===== src/sv/lpht_pkg.sv =====
// ----------------------------------------------------------------------------
// lpht_pkg
// Shared types and constants for the linear probing hash table.
// ----------------------------------------------------------------------------
package lpht_pkg;

   localparam int TABLE_SIZE_DEF = 32;

   localparam int OP_W    = 2;
   localparam int KEY_W   = 31;
   localparam int VAL_W   = 32;
   localparam int STS_W   = 2;
   localparam int SLOT_W  = 2;
   localparam int ENTRY_W = SLOT_W + KEY_W + VAL_W;

   localparam int REQ_TDATA_W = 72;
   localparam int RSP_TDATA_W = 40;

   // remainder unit: reciprocal multiply, back multiply, one correcting subtract
   localparam int MOD_STEPS = 3;
   localparam int MCNT_W    = $clog2(MOD_STEPS);

   localparam logic [OP_W-1:0] OP_INSERT = 2'd0;
   localparam logic [OP_W-1:0] OP_SEARCH = 2'd1;
   localparam logic [OP_W-1:0] OP_DELETE = 2'd2;

   localparam logic [SLOT_W-1:0] SLOT_EMPTY   = 2'd0;
   localparam logic [SLOT_W-1:0] SLOT_USED    = 2'd1;
   localparam logic [SLOT_W-1:0] SLOT_DELETED = 2'd2;

   localparam logic [STS_W-1:0] RES_OK      = 2'd0;
   localparam logic [STS_W-1:0] RES_MISSING = 2'd1;
   localparam logic [STS_W-1:0] RES_FULL    = 2'd2;

   typedef struct packed {
      logic clr_write;
      logic load_req;
      logic mod_step;
      logic probe_run;
      logic out_load;
   } lpht_cmd_type;

   typedef struct packed {
      logic clr_last;
      logic mod_last;
      logic probe_done;
   } lpht_sts_type;

endpackage


===== src/sv/lpht_ram.sv =====
// ----------------------------------------------------------------------------
// lpht_ram
// Generic simple dual port RAM, one write and one registered read port.
// ----------------------------------------------------------------------------
module lpht_ram #(
   parameter int WIDTH = 8,
   parameter int DEPTH = 32
) (
   input  logic                     clock,
   input  logic                     wr_en,
   input  logic [$clog2(DEPTH)-1:0] wr_addr,
   input  logic [WIDTH-1:0]         wr_data,
   input  logic                     rd_en,
   input  logic [$clog2(DEPTH)-1:0] rd_addr,
   output logic [WIDTH-1:0]         rd_data
);

   logic [WIDTH-1:0] mem [DEPTH];
   logic [WIDTH-1:0] rd_data_ff;

   always_ff @(posedge clock) begin
      if (wr_en) begin
         mem[wr_addr] <= wr_data;
      end
      if (rd_en) begin
         rd_data_ff <= mem[rd_addr];
      end
   end

   assign rd_data = rd_data_ff;

endmodule


===== src/sv/lpht_ctrl.sv =====
// ----------------------------------------------------------------------------
// lpht_ctrl
// Sequencer: clearing pass, key reduction, probe and result handshake.
// ----------------------------------------------------------------------------
module lpht_ctrl (
   input  logic                  clock,
   input  logic                  reset,
   input  logic                  req_tvalid,
   output logic                  req_tready,
   output logic                  rsp_tvalid,
   input  logic                  rsp_tready,
   output lpht_pkg::lpht_cmd_type cmd,
   input  lpht_pkg::lpht_sts_type sts
);

   import lpht_pkg::*;

   localparam logic [2:0] S_CLEAR  = 3'd0;
   localparam logic [2:0] S_IDLE   = 3'd1;
   localparam logic [2:0] S_MOD    = 3'd2;
   localparam logic [2:0] S_PROBE  = 3'd3;
   localparam logic [2:0] S_FINISH = 3'd4;

   logic [2:0] state_ff, state_in;
   logic       rsp_valid_ff, rsp_valid_in;

   always_comb begin
      cmd.clr_write = (state_ff == S_CLEAR);
      cmd.load_req  = (state_ff == S_IDLE) && req_tvalid;
      cmd.mod_step  = (state_ff == S_MOD);
      cmd.probe_run = (state_ff == S_PROBE);
      // result waits until the output register is free
      cmd.out_load  = (state_ff == S_FINISH) && (!rsp_valid_ff || rsp_tready);
   end

   always_comb begin
      state_in = state_ff;
      case (state_ff)
         S_CLEAR: begin
            if (sts.clr_last) state_in = S_IDLE;
         end
         S_IDLE: begin
            if (req_tvalid) state_in = S_MOD;
         end
         S_MOD: begin
            if (sts.mod_last) state_in = S_PROBE;
         end
         S_PROBE: begin
            if (sts.probe_done) state_in = S_FINISH;
         end
         S_FINISH: begin
            if (cmd.out_load) state_in = S_IDLE;
         end
         default: begin
            state_in = S_IDLE;
         end
      endcase
   end

   assign rsp_valid_in = (rsp_valid_ff && !rsp_tready) || cmd.out_load;

   always_ff @(posedge clock) begin
      if (reset) begin
         state_ff     <= S_CLEAR;
         rsp_valid_ff <= 1'b0;
      end else begin
         state_ff     <= state_in;
         rsp_valid_ff <= rsp_valid_in;
      end
   end

   assign req_tready = (state_ff == S_IDLE);
   assign rsp_tvalid = rsp_valid_ff;

endmodule


===== src/sv/lpht_dpath.sv =====
// ----------------------------------------------------------------------------
// lpht_dpath
// Slot store, key remainder unit, probe address walk and result registers.
// ----------------------------------------------------------------------------
module lpht_dpath #(
   parameter int TABLE_SIZE = lpht_pkg::TABLE_SIZE_DEF
) (
   input  logic                        clock,
   input  logic                        reset,
   input  lpht_pkg::lpht_cmd_type      cmd,
   output lpht_pkg::lpht_sts_type      sts,
   input  logic [lpht_pkg::OP_W-1:0]   req_op,
   input  logic [lpht_pkg::KEY_W-1:0]  req_key,
   input  logic [lpht_pkg::VAL_W-1:0]  req_value,
   output logic [lpht_pkg::STS_W-1:0]  rsp_status,
   output logic [lpht_pkg::VAL_W-1:0]  rsp_found_value
);

   import lpht_pkg::*;

   localparam int IW = $clog2(TABLE_SIZE);
   localparam int CW = $clog2(TABLE_SIZE + 1);
   localparam int PW = 2 * KEY_W;
   // quotient estimate from this reciprocal is at most one short
   localparam logic [KEY_W-1:0] RECIP = KEY_W'((64'd1 << KEY_W) / TABLE_SIZE);

   // request registers
   logic [OP_W-1:0]  op_ff;
   logic [KEY_W-1:0] key_ff;
   logic [VAL_W-1:0] val_ff;

   // clearing pass
   logic [IW-1:0] clr_addr_ff;

   // remainder unit
   logic [PW-1:0]     prod_ff;
   logic [KEY_W-1:0]  back_ff;
   logic [KEY_W-1:0]  diff;
   logic [KEY_W-1:0]  red;
   logic [IW-1:0]     rem_in;
   logic [MCNT_W-1:0] mod_cnt_ff;

   // probe walk
   logic [IW-1:0] addr_ff, rd_addr_ff;
   logic [CW-1:0] issue_cnt_ff;
   logic          rd_valid_ff, rd_last_ff;
   logic          issue;

   // slot store
   logic               wr_en;
   logic [IW-1:0]      wr_addr;
   logic [ENTRY_W-1:0] wr_data;
   logic [ENTRY_W-1:0] rd_data;
   logic [SLOT_W-1:0]  e_slot;
   logic [KEY_W-1:0]   e_key;
   logic [VAL_W-1:0]   e_val;

   // probe decision
   logic               done;
   logic               hit_wr;
   logic [ENTRY_W-1:0] hit_data;
   logic [STS_W-1:0]   done_status;
   logic [VAL_W-1:0]   done_value;

   logic [STS_W-1:0] res_status_ff, out_status_ff;
   logic [VAL_W-1:0] res_value_ff, out_value_ff;

   // key minus estimated multiple lies below twice the table size
   always_comb begin
      diff   = key_ff - back_ff;
      red    = (diff >= KEY_W'(TABLE_SIZE)) ? diff - KEY_W'(TABLE_SIZE) : diff;
      rem_in = red[IW-1:0];
   end

   assign sts.clr_last = (clr_addr_ff == IW'(TABLE_SIZE - 1));
   assign sts.mod_last = (mod_cnt_ff == MCNT_W'(MOD_STEPS - 1));

   assign issue = cmd.probe_run && (issue_cnt_ff != CW'(TABLE_SIZE));

   assign e_slot = rd_data[SLOT_W-1:0];
   assign e_key  = rd_data[SLOT_W +: KEY_W];
   assign e_val  = rd_data[SLOT_W+KEY_W +: VAL_W];

   always_comb begin
      done        = 1'b0;
      hit_wr      = 1'b0;
      hit_data    = {val_ff, key_ff, SLOT_USED};
      done_status = RES_MISSING;
      done_value  = '0;
      if (cmd.probe_run && rd_valid_ff) begin
         case (op_ff)
            OP_INSERT: begin
               if (e_slot != SLOT_USED) begin
                  done        = 1'b1;
                  hit_wr      = 1'b1;
                  done_status = RES_OK;
               end else if (rd_last_ff) begin
                  done        = 1'b1;
                  done_status = RES_FULL;
               end
            end
            OP_SEARCH, OP_DELETE: begin
               if (e_slot == SLOT_EMPTY) begin
                  done = 1'b1;
               end else if (e_slot == SLOT_USED && e_key == key_ff) begin
                  done        = 1'b1;
                  done_status = RES_OK;
                  done_value  = e_val;
                  hit_wr      = (op_ff == OP_DELETE);
                  hit_data    = {e_val, e_key, SLOT_DELETED};
               end else if (rd_last_ff) begin
                  done = 1'b1;
               end
            end
            default: begin
               done = 1'b1;
            end
         endcase
      end
   end

   assign sts.probe_done = done;

   always_comb begin
      if (cmd.clr_write) begin
         wr_en   = 1'b1;
         wr_addr = clr_addr_ff;
         wr_data = {{(ENTRY_W - SLOT_W){1'b0}}, SLOT_EMPTY};
      end else begin
         wr_en   = hit_wr;
         wr_addr = rd_addr_ff;
         wr_data = hit_data;
      end
   end

   lpht_ram #(
      .WIDTH (ENTRY_W),
      .DEPTH (TABLE_SIZE)
   ) u_slots (
      .clock   (clock),
      .wr_en   (wr_en),
      .wr_addr (wr_addr),
      .wr_data (wr_data),
      .rd_en   (issue),
      .rd_addr (addr_ff),
      .rd_data (rd_data)
   );

   always_ff @(posedge clock) begin
      if (reset) begin
         clr_addr_ff  <= '0;
         mod_cnt_ff   <= '0;
         issue_cnt_ff <= '0;
         rd_valid_ff  <= 1'b0;
      end else begin
         if (cmd.clr_write) begin
            clr_addr_ff <= clr_addr_ff + 1'b1;
         end
         if (cmd.load_req) begin
            mod_cnt_ff <= '0;
         end else if (cmd.mod_step) begin
            mod_cnt_ff <= mod_cnt_ff + 1'b1;
         end
         if (cmd.mod_step && sts.mod_last) begin
            issue_cnt_ff <= '0;
         end else if (issue) begin
            issue_cnt_ff <= issue_cnt_ff + 1'b1;
         end
         rd_valid_ff <= issue;
      end
   end

   always_ff @(posedge clock) begin
      if (cmd.load_req) begin
         op_ff  <= req_op;
         key_ff <= req_key;
         val_ff <= req_value;
      end
      // quotient estimate, then its multiple of the table size
      if (cmd.mod_step) begin
         prod_ff <= PW'(key_ff) * PW'(RECIP);
         back_ff <= prod_ff[PW-1 -: KEY_W] * KEY_W'(TABLE_SIZE);
      end
      if (cmd.mod_step && sts.mod_last) begin
         addr_ff <= rem_in;
      end else if (issue) begin
         addr_ff <= (addr_ff == IW'(TABLE_SIZE - 1)) ? '0 : addr_ff + 1'b1;
      end
      if (issue) begin
         rd_addr_ff <= addr_ff;
         rd_last_ff <= (issue_cnt_ff == CW'(TABLE_SIZE - 1));
      end
      if (done) begin
         res_status_ff <= done_status;
         res_value_ff  <= done_value;
      end
      if (cmd.out_load) begin
         out_status_ff <= res_status_ff;
         out_value_ff  <= res_value_ff;
      end
   end

   assign rsp_status      = out_status_ff;
   assign rsp_found_value = out_value_ff;

endmodule


===== src/sv/linear_probe_hash_table.sv =====
// Path: from the accepting edge to rsp_tvalid a request passes the key remainder unit,
//   then one slot probe a cycle through the registered read, then the output register.
// Requests: one item at a time; a new one is taken only after the last result is loaded
//   into the result register; a result left waiting on rsp_tready holds back the next one.
// Reset: synchronous; afterwards a clearing pass empties
//   every slot while req_tready stays low.
// ----------------------------------------------------------------------------
// linear_probe_hash_table
// Open addressing key/data table with linear probing: insert, search, delete.
// ----------------------------------------------------------------------------
module linear_probe_hash_table #(
   parameter int TABLE_SIZE = lpht_pkg::TABLE_SIZE_DEF
) (
   input  logic                                 clock,
   input  logic                                 reset,
   input  logic                                 req_tvalid,
   output logic                                 req_tready,
   // op [1:0], key [32:2], value [64:33], zero fill above
   input  logic [lpht_pkg::REQ_TDATA_W-1:0]     req_tdata,
   output logic                                 rsp_tvalid,
   input  logic                                 rsp_tready,
   // status [1:0], found_value [33:2], zero fill above
   output logic [lpht_pkg::RSP_TDATA_W-1:0]     rsp_tdata
);

   import lpht_pkg::*;

   lpht_cmd_type     cmd;
   lpht_sts_type     sts;
   logic [STS_W-1:0] rsp_status;
   logic [VAL_W-1:0] rsp_found_value;

   lpht_ctrl u_ctrl (
      .clock      (clock),
      .reset      (reset),
      .req_tvalid (req_tvalid),
      .req_tready (req_tready),
      .rsp_tvalid (rsp_tvalid),
      .rsp_tready (rsp_tready),
      .cmd        (cmd),
      .sts        (sts)
   );

   lpht_dpath #(
      .TABLE_SIZE (TABLE_SIZE)
   ) u_dpath (
      .clock           (clock),
      .reset           (reset),
      .cmd             (cmd),
      .sts             (sts),
      .req_op          (req_tdata[OP_W-1:0]),
      .req_key         (req_tdata[OP_W +: KEY_W]),
      .req_value       (req_tdata[OP_W+KEY_W +: VAL_W]),
      .rsp_status      (rsp_status),
      .rsp_found_value (rsp_found_value)
   );

   assign rsp_tdata = RSP_TDATA_W'({rsp_found_value, rsp_status});

endmodule

===== config.mk =====
export PLATFORM = sky130hd
export DESIGN_NAME = linear_probe_hash_table
export DESIGN_NICKNAME = d
export VERILOG_FILES = /design/src/sv/lpht_pkg.sv /design/src/sv/lpht_ram.sv /design/src/sv/lpht_ctrl.sv /design/src/sv/lpht_dpath.sv /design/src/sv/linear_probe_hash_table.sv
export SDC_FILE = /design/constraint.sdc
export NUM_CORES = 2
export LEC_CHECK = 0
export BUFFER_PORTS_ARGS = -buffer_cell sky130_fd_sc_hd__buf_2
export CORE_MARGIN = 8
export CORE_UTILIZATION = 30
export CTS_CLUSTER_DIAMETER = 200
export DETAILED_ROUTE_END_ITERATION = 7
export PLACE_DENSITY = 0.52
export SLEW_MARGIN = 20
export SYNTH_ARGS = -nofsm -noshare
export SYNTH_HDL_FRONTEND = slang
export SYNTH_SLANG_ARGS = --single-unit

===== constraint.sdc =====
create_clock -name clock -period 7.95 [get_ports clock]
set_input_delay 0.795 -clock clock [delete_from_list [all_inputs] [get_ports clock]]
set_output_delay 0.795 -clock clock [all_outputs]
set_load 0.005 [all_outputs]

==> impl_metrics.py <==
metrics = {
    "run_status": {
        "status": "complete, no violations",
    },
    "global_routing": {
        "overflow": 0,
        "antenna_found_initial": 19,
        "grt_pass1_wl_um": 334000,
        "track_usage": 0.146,
        "grt_pass1_vias": 44400,
        "grt_max_degree": 128,
    },
    "placed_design": {
        "placed_cell_area_um2": 94600,
        "place_hpwl_um": 121000,
        "port_buffers": 104,
        "gp_congestion": 0.721,
        "pre_cts_slack_ns": 2.86,
    },
    "cts": {
        "insertion_delay_ns": 0.86,
        "cts_buffers": 230,
        "clk_pin_slew_ns": 0.06,
        "cts_setup_buffers": 0,
        "cts_tree": "yes",
        "cts.sinks": 2307,
        "clock_tree.root_cell": "clkbuf_16",
        "cts_hold_buf": 0,
        "clockBufferDepth": 3,
        "cts_resized": 0,
        "cts.htree.levels": 4,
    },
    "sta": {
        "hold_viol_final": 0,
        "slew_headroom": 0.269,
        "setup_ws_ns": 2.95,
        "whs_ns": 0.115,
        "rsz0062_at_grt": "no",
        "max_freq_mhz": 200,
        "setup_tns_ns": 0,
        "post-route-min-period_ns": 5.00,
        "worst_slew_pin_slew_ns": 1.10,
        "fin_skew_ns": 0.0292,
        "fin_crit_sh": 0.630,
        "setup_viol": 0,
        "finalMaxSlewViolations": 0,
    },
    "cells_and_area": {
        "num-fill-cells": 27400,
        "stdcell_area_um2": 102000,
        "final_net_count": 4730,
        "area_delta_synth_final_pct": 14.9,
        "drive_gt1_frac": 0.224,
    },
    "power": {
        "p_leak_uw": 0.0333,
        "p_per_area_nw_per_um2": 290,
        "vdd_drop_max_v": 0.000258,
    },
    "hold_path": {
        "hold_end": "u_dpath.key_ff[17]",
        "min_path_cells": 1,
        "hold_class": "in -> reg",
        "min_from": "req_tdata[19]",
    },
    "critical_path": {
        "critPathMaxStageDelay_ns": 0.76,
        "path_cells": "xor2_1, nor4_1, nand4_1, nor3_1, a31oi_4, buf_4, nor2_4, buf_4",
        "cp-startpoint": "u_dpath.key_ff[0]",
        "crit_fanout": 23,
        "worstSetupPathType": "reg -> reg",
        "ff2ff_setup_slack_ns": 2.95,
        "r2r_end": "u_dpath.u_slots.mem[26][18]",
        "worst-r2r-cell-count": 8,
        "worstPathRequired_ns": 8.42,
        "endpoint_kind": "flop",
        "worstPathArrival_ns": 5.47,
        "timing.rr.start": "u_dpath.key_ff[0]",
        "critPathMostFrequentCell": "buf_4",
        "worst_setup_path_start_kind": "flop",
        "slowest_stage": "nor2_4",
    },
    "floorplan": {
        "coreArea_um2": 294000,
        "fp.dieW_um": 560,
        "io_pins": 118,
        "start_util": 0.301,
        "rows": 199,
        "dieArea_um2": 313000,
        "die_h_um": 560,
    },
    "logic_synthesis": {
        "ys.flop_type": "edfxtp_1",
        "ys_seq_elements": 2307,
        "synth_area_um2": 88700,
        "yosys.area.top_type_share": 0.775,
        "synthCells": 4406,
        "synth-edff-count": 2289,
        "synthTopCellsByCount": "edfxtp_1, mux2i_1, mux4_2",
        "yosysMostFrequentCell": "edfxtp_1",
        "seq_area_frac_synth": 0.779,
        "ys_warn_count": 0,
        "synthTopCellsByArea": "edfxtp_1, mux4_2, mux2i_1",
        "yosys.cell_types.count": 59,
        "synth_area_per_cell_um2": 20.1,
        "synthArstFlopShare": 0,
        "yosysTopAreaCell": "edfxtp_1",
    },
    "routing": {
        "drc_errors": 0,
        "ant_nets": 0,
        "dr.pass1.iters": 5,
        "viasPerCell": 4.99,
        "wire_per_inst_um": 27.0,
        "first_iter_violations": 4168,
        "dr_total_vias": 43700,
        "wl_um": 236000,
    },
    "flow_run": {
        "maxCapViolCount": 0,
    },
}
-- worst max-delay path by stage --
stage | to | slack [ns] | cells after the start
5_1_grt | u_dpath.u_slots.mem[26][18] | 2.79 | 8
2_1_floorplan | u_dpath.addr_ff[0] | 2.16 | 4
6_report | u_dpath.u_slots.mem[26][18] | 2.95 | 8
4_1_cts | u_dpath.u_slots.mem[26][18] | 2.82 | 8
3_3_place_gp | u_dpath.u_slots.mem[26][7] | 2.80 | 8
3_5_place_dp | u_dpath.u_slots.mem[26][8] | 2.86 | 8
-- kinds of logic after synthesis --
group	share of synthesized area
xor+xnor	0.00405
mux	0.132
simple gates	0.0197
flops	0.779
compound gates	0.0486
fa+ha+maj	0.00141
other cells	0.0000423
buf+inv	0.0145
-- routing by layer --
layer	wire length, um	share of wire	global-route usage	vias up
met5	0	0	0	-
met4	5120	0.022	0.0340	0
met3	13500	0.057	0.0258	319
met2	112000	0.47	0.239	1273
met1	106000	0.45	0.203	23400
li1	-	-	-	18700
-- where the power goes --
part,leakage (uW),internal [uW],switching (uW)
sequential,0.0214,15400,204
clock,0.00354,5930,4580
combinational,0.00833,786,2630
-- critical path: cells and delay by family, from the launching register on --
| family | cells | cell delay, ns |
|---|---|---|
| compound gates | 1 | 0.14 |
| xor+xnor | 1 | 0.25 |
| buf+inv | 2 | 0.97 |
| flops | 1 | 0.43 |
| simple gates | 4 | 2.74 |
-- layout make-up --
class	count	area [um2]	area share
Clock inverter	141	1190	0.0116
Clock buffer	285	6030	0.0591
Antenna cell	2	5.00	0.0000491
Timing Repair Buffer	248	1970	0.0194
Tap cell	3919	4900	0.0481
Inverter	12	50.0	0.000491
Multi-Input combinational cell	1845	18600	0.183
Sequential cell	2307	69100	0.678
-- cell usage in the layout, fill, tap and decap left out, drive strengths merged, types with 6 or more instances in the layout --
cell type	n
edfxtp	2289
dfxtp	18
o21ai	127
conb	6
nand2b	11
o221ai	111
ha	10
mux2i	339
and2	37
nand3	7
mux2	118
a21oi	230
clkinv	107
nor2b	34
clkbuf	285
inv	23
nor3	56
nand2	44
xor2	33
o31ai	10
nand3b	6
buf	248
nor2	109
nor4	8
xnor2	8
bufinv	18
o22ai	111
a21o	83
mux4	311
-- metrics by stage --
step	power, uW	std cells	util
3_5_place_dp	19300	8331	0.322
4_1_cts	29800	8757	0.346
2_1_floorplan	17600	4411	-
6_report	29500	8759	0.346
3_3_place_gp	19200	8330	0.322
5_1_grt	30500	8759	0.346
-- flip-flops by register name, summed over array words and instances, names as in the netlist, 5 cells and up --
| signal | flops |
|---|---|
| u_dpath.clr_addr_ff | 5 |
| u_dpath.val_ff | 32 |
| u_dpath.issue_cnt_ff | 6 |
| u_dpath.u_slots.mem | 2080 |
| u_dpath.addr_ff | 5 |
| u_dpath.rd_addr_ff | 5 |
| u_dpath.u_slots.rd_data | 65 |
| u_dpath.rsp_found_value | 32 |
| u_dpath.res_value_ff | 32 |
| u_dpath.key_ff | 31 |
(Power assumes the default switching activity.)
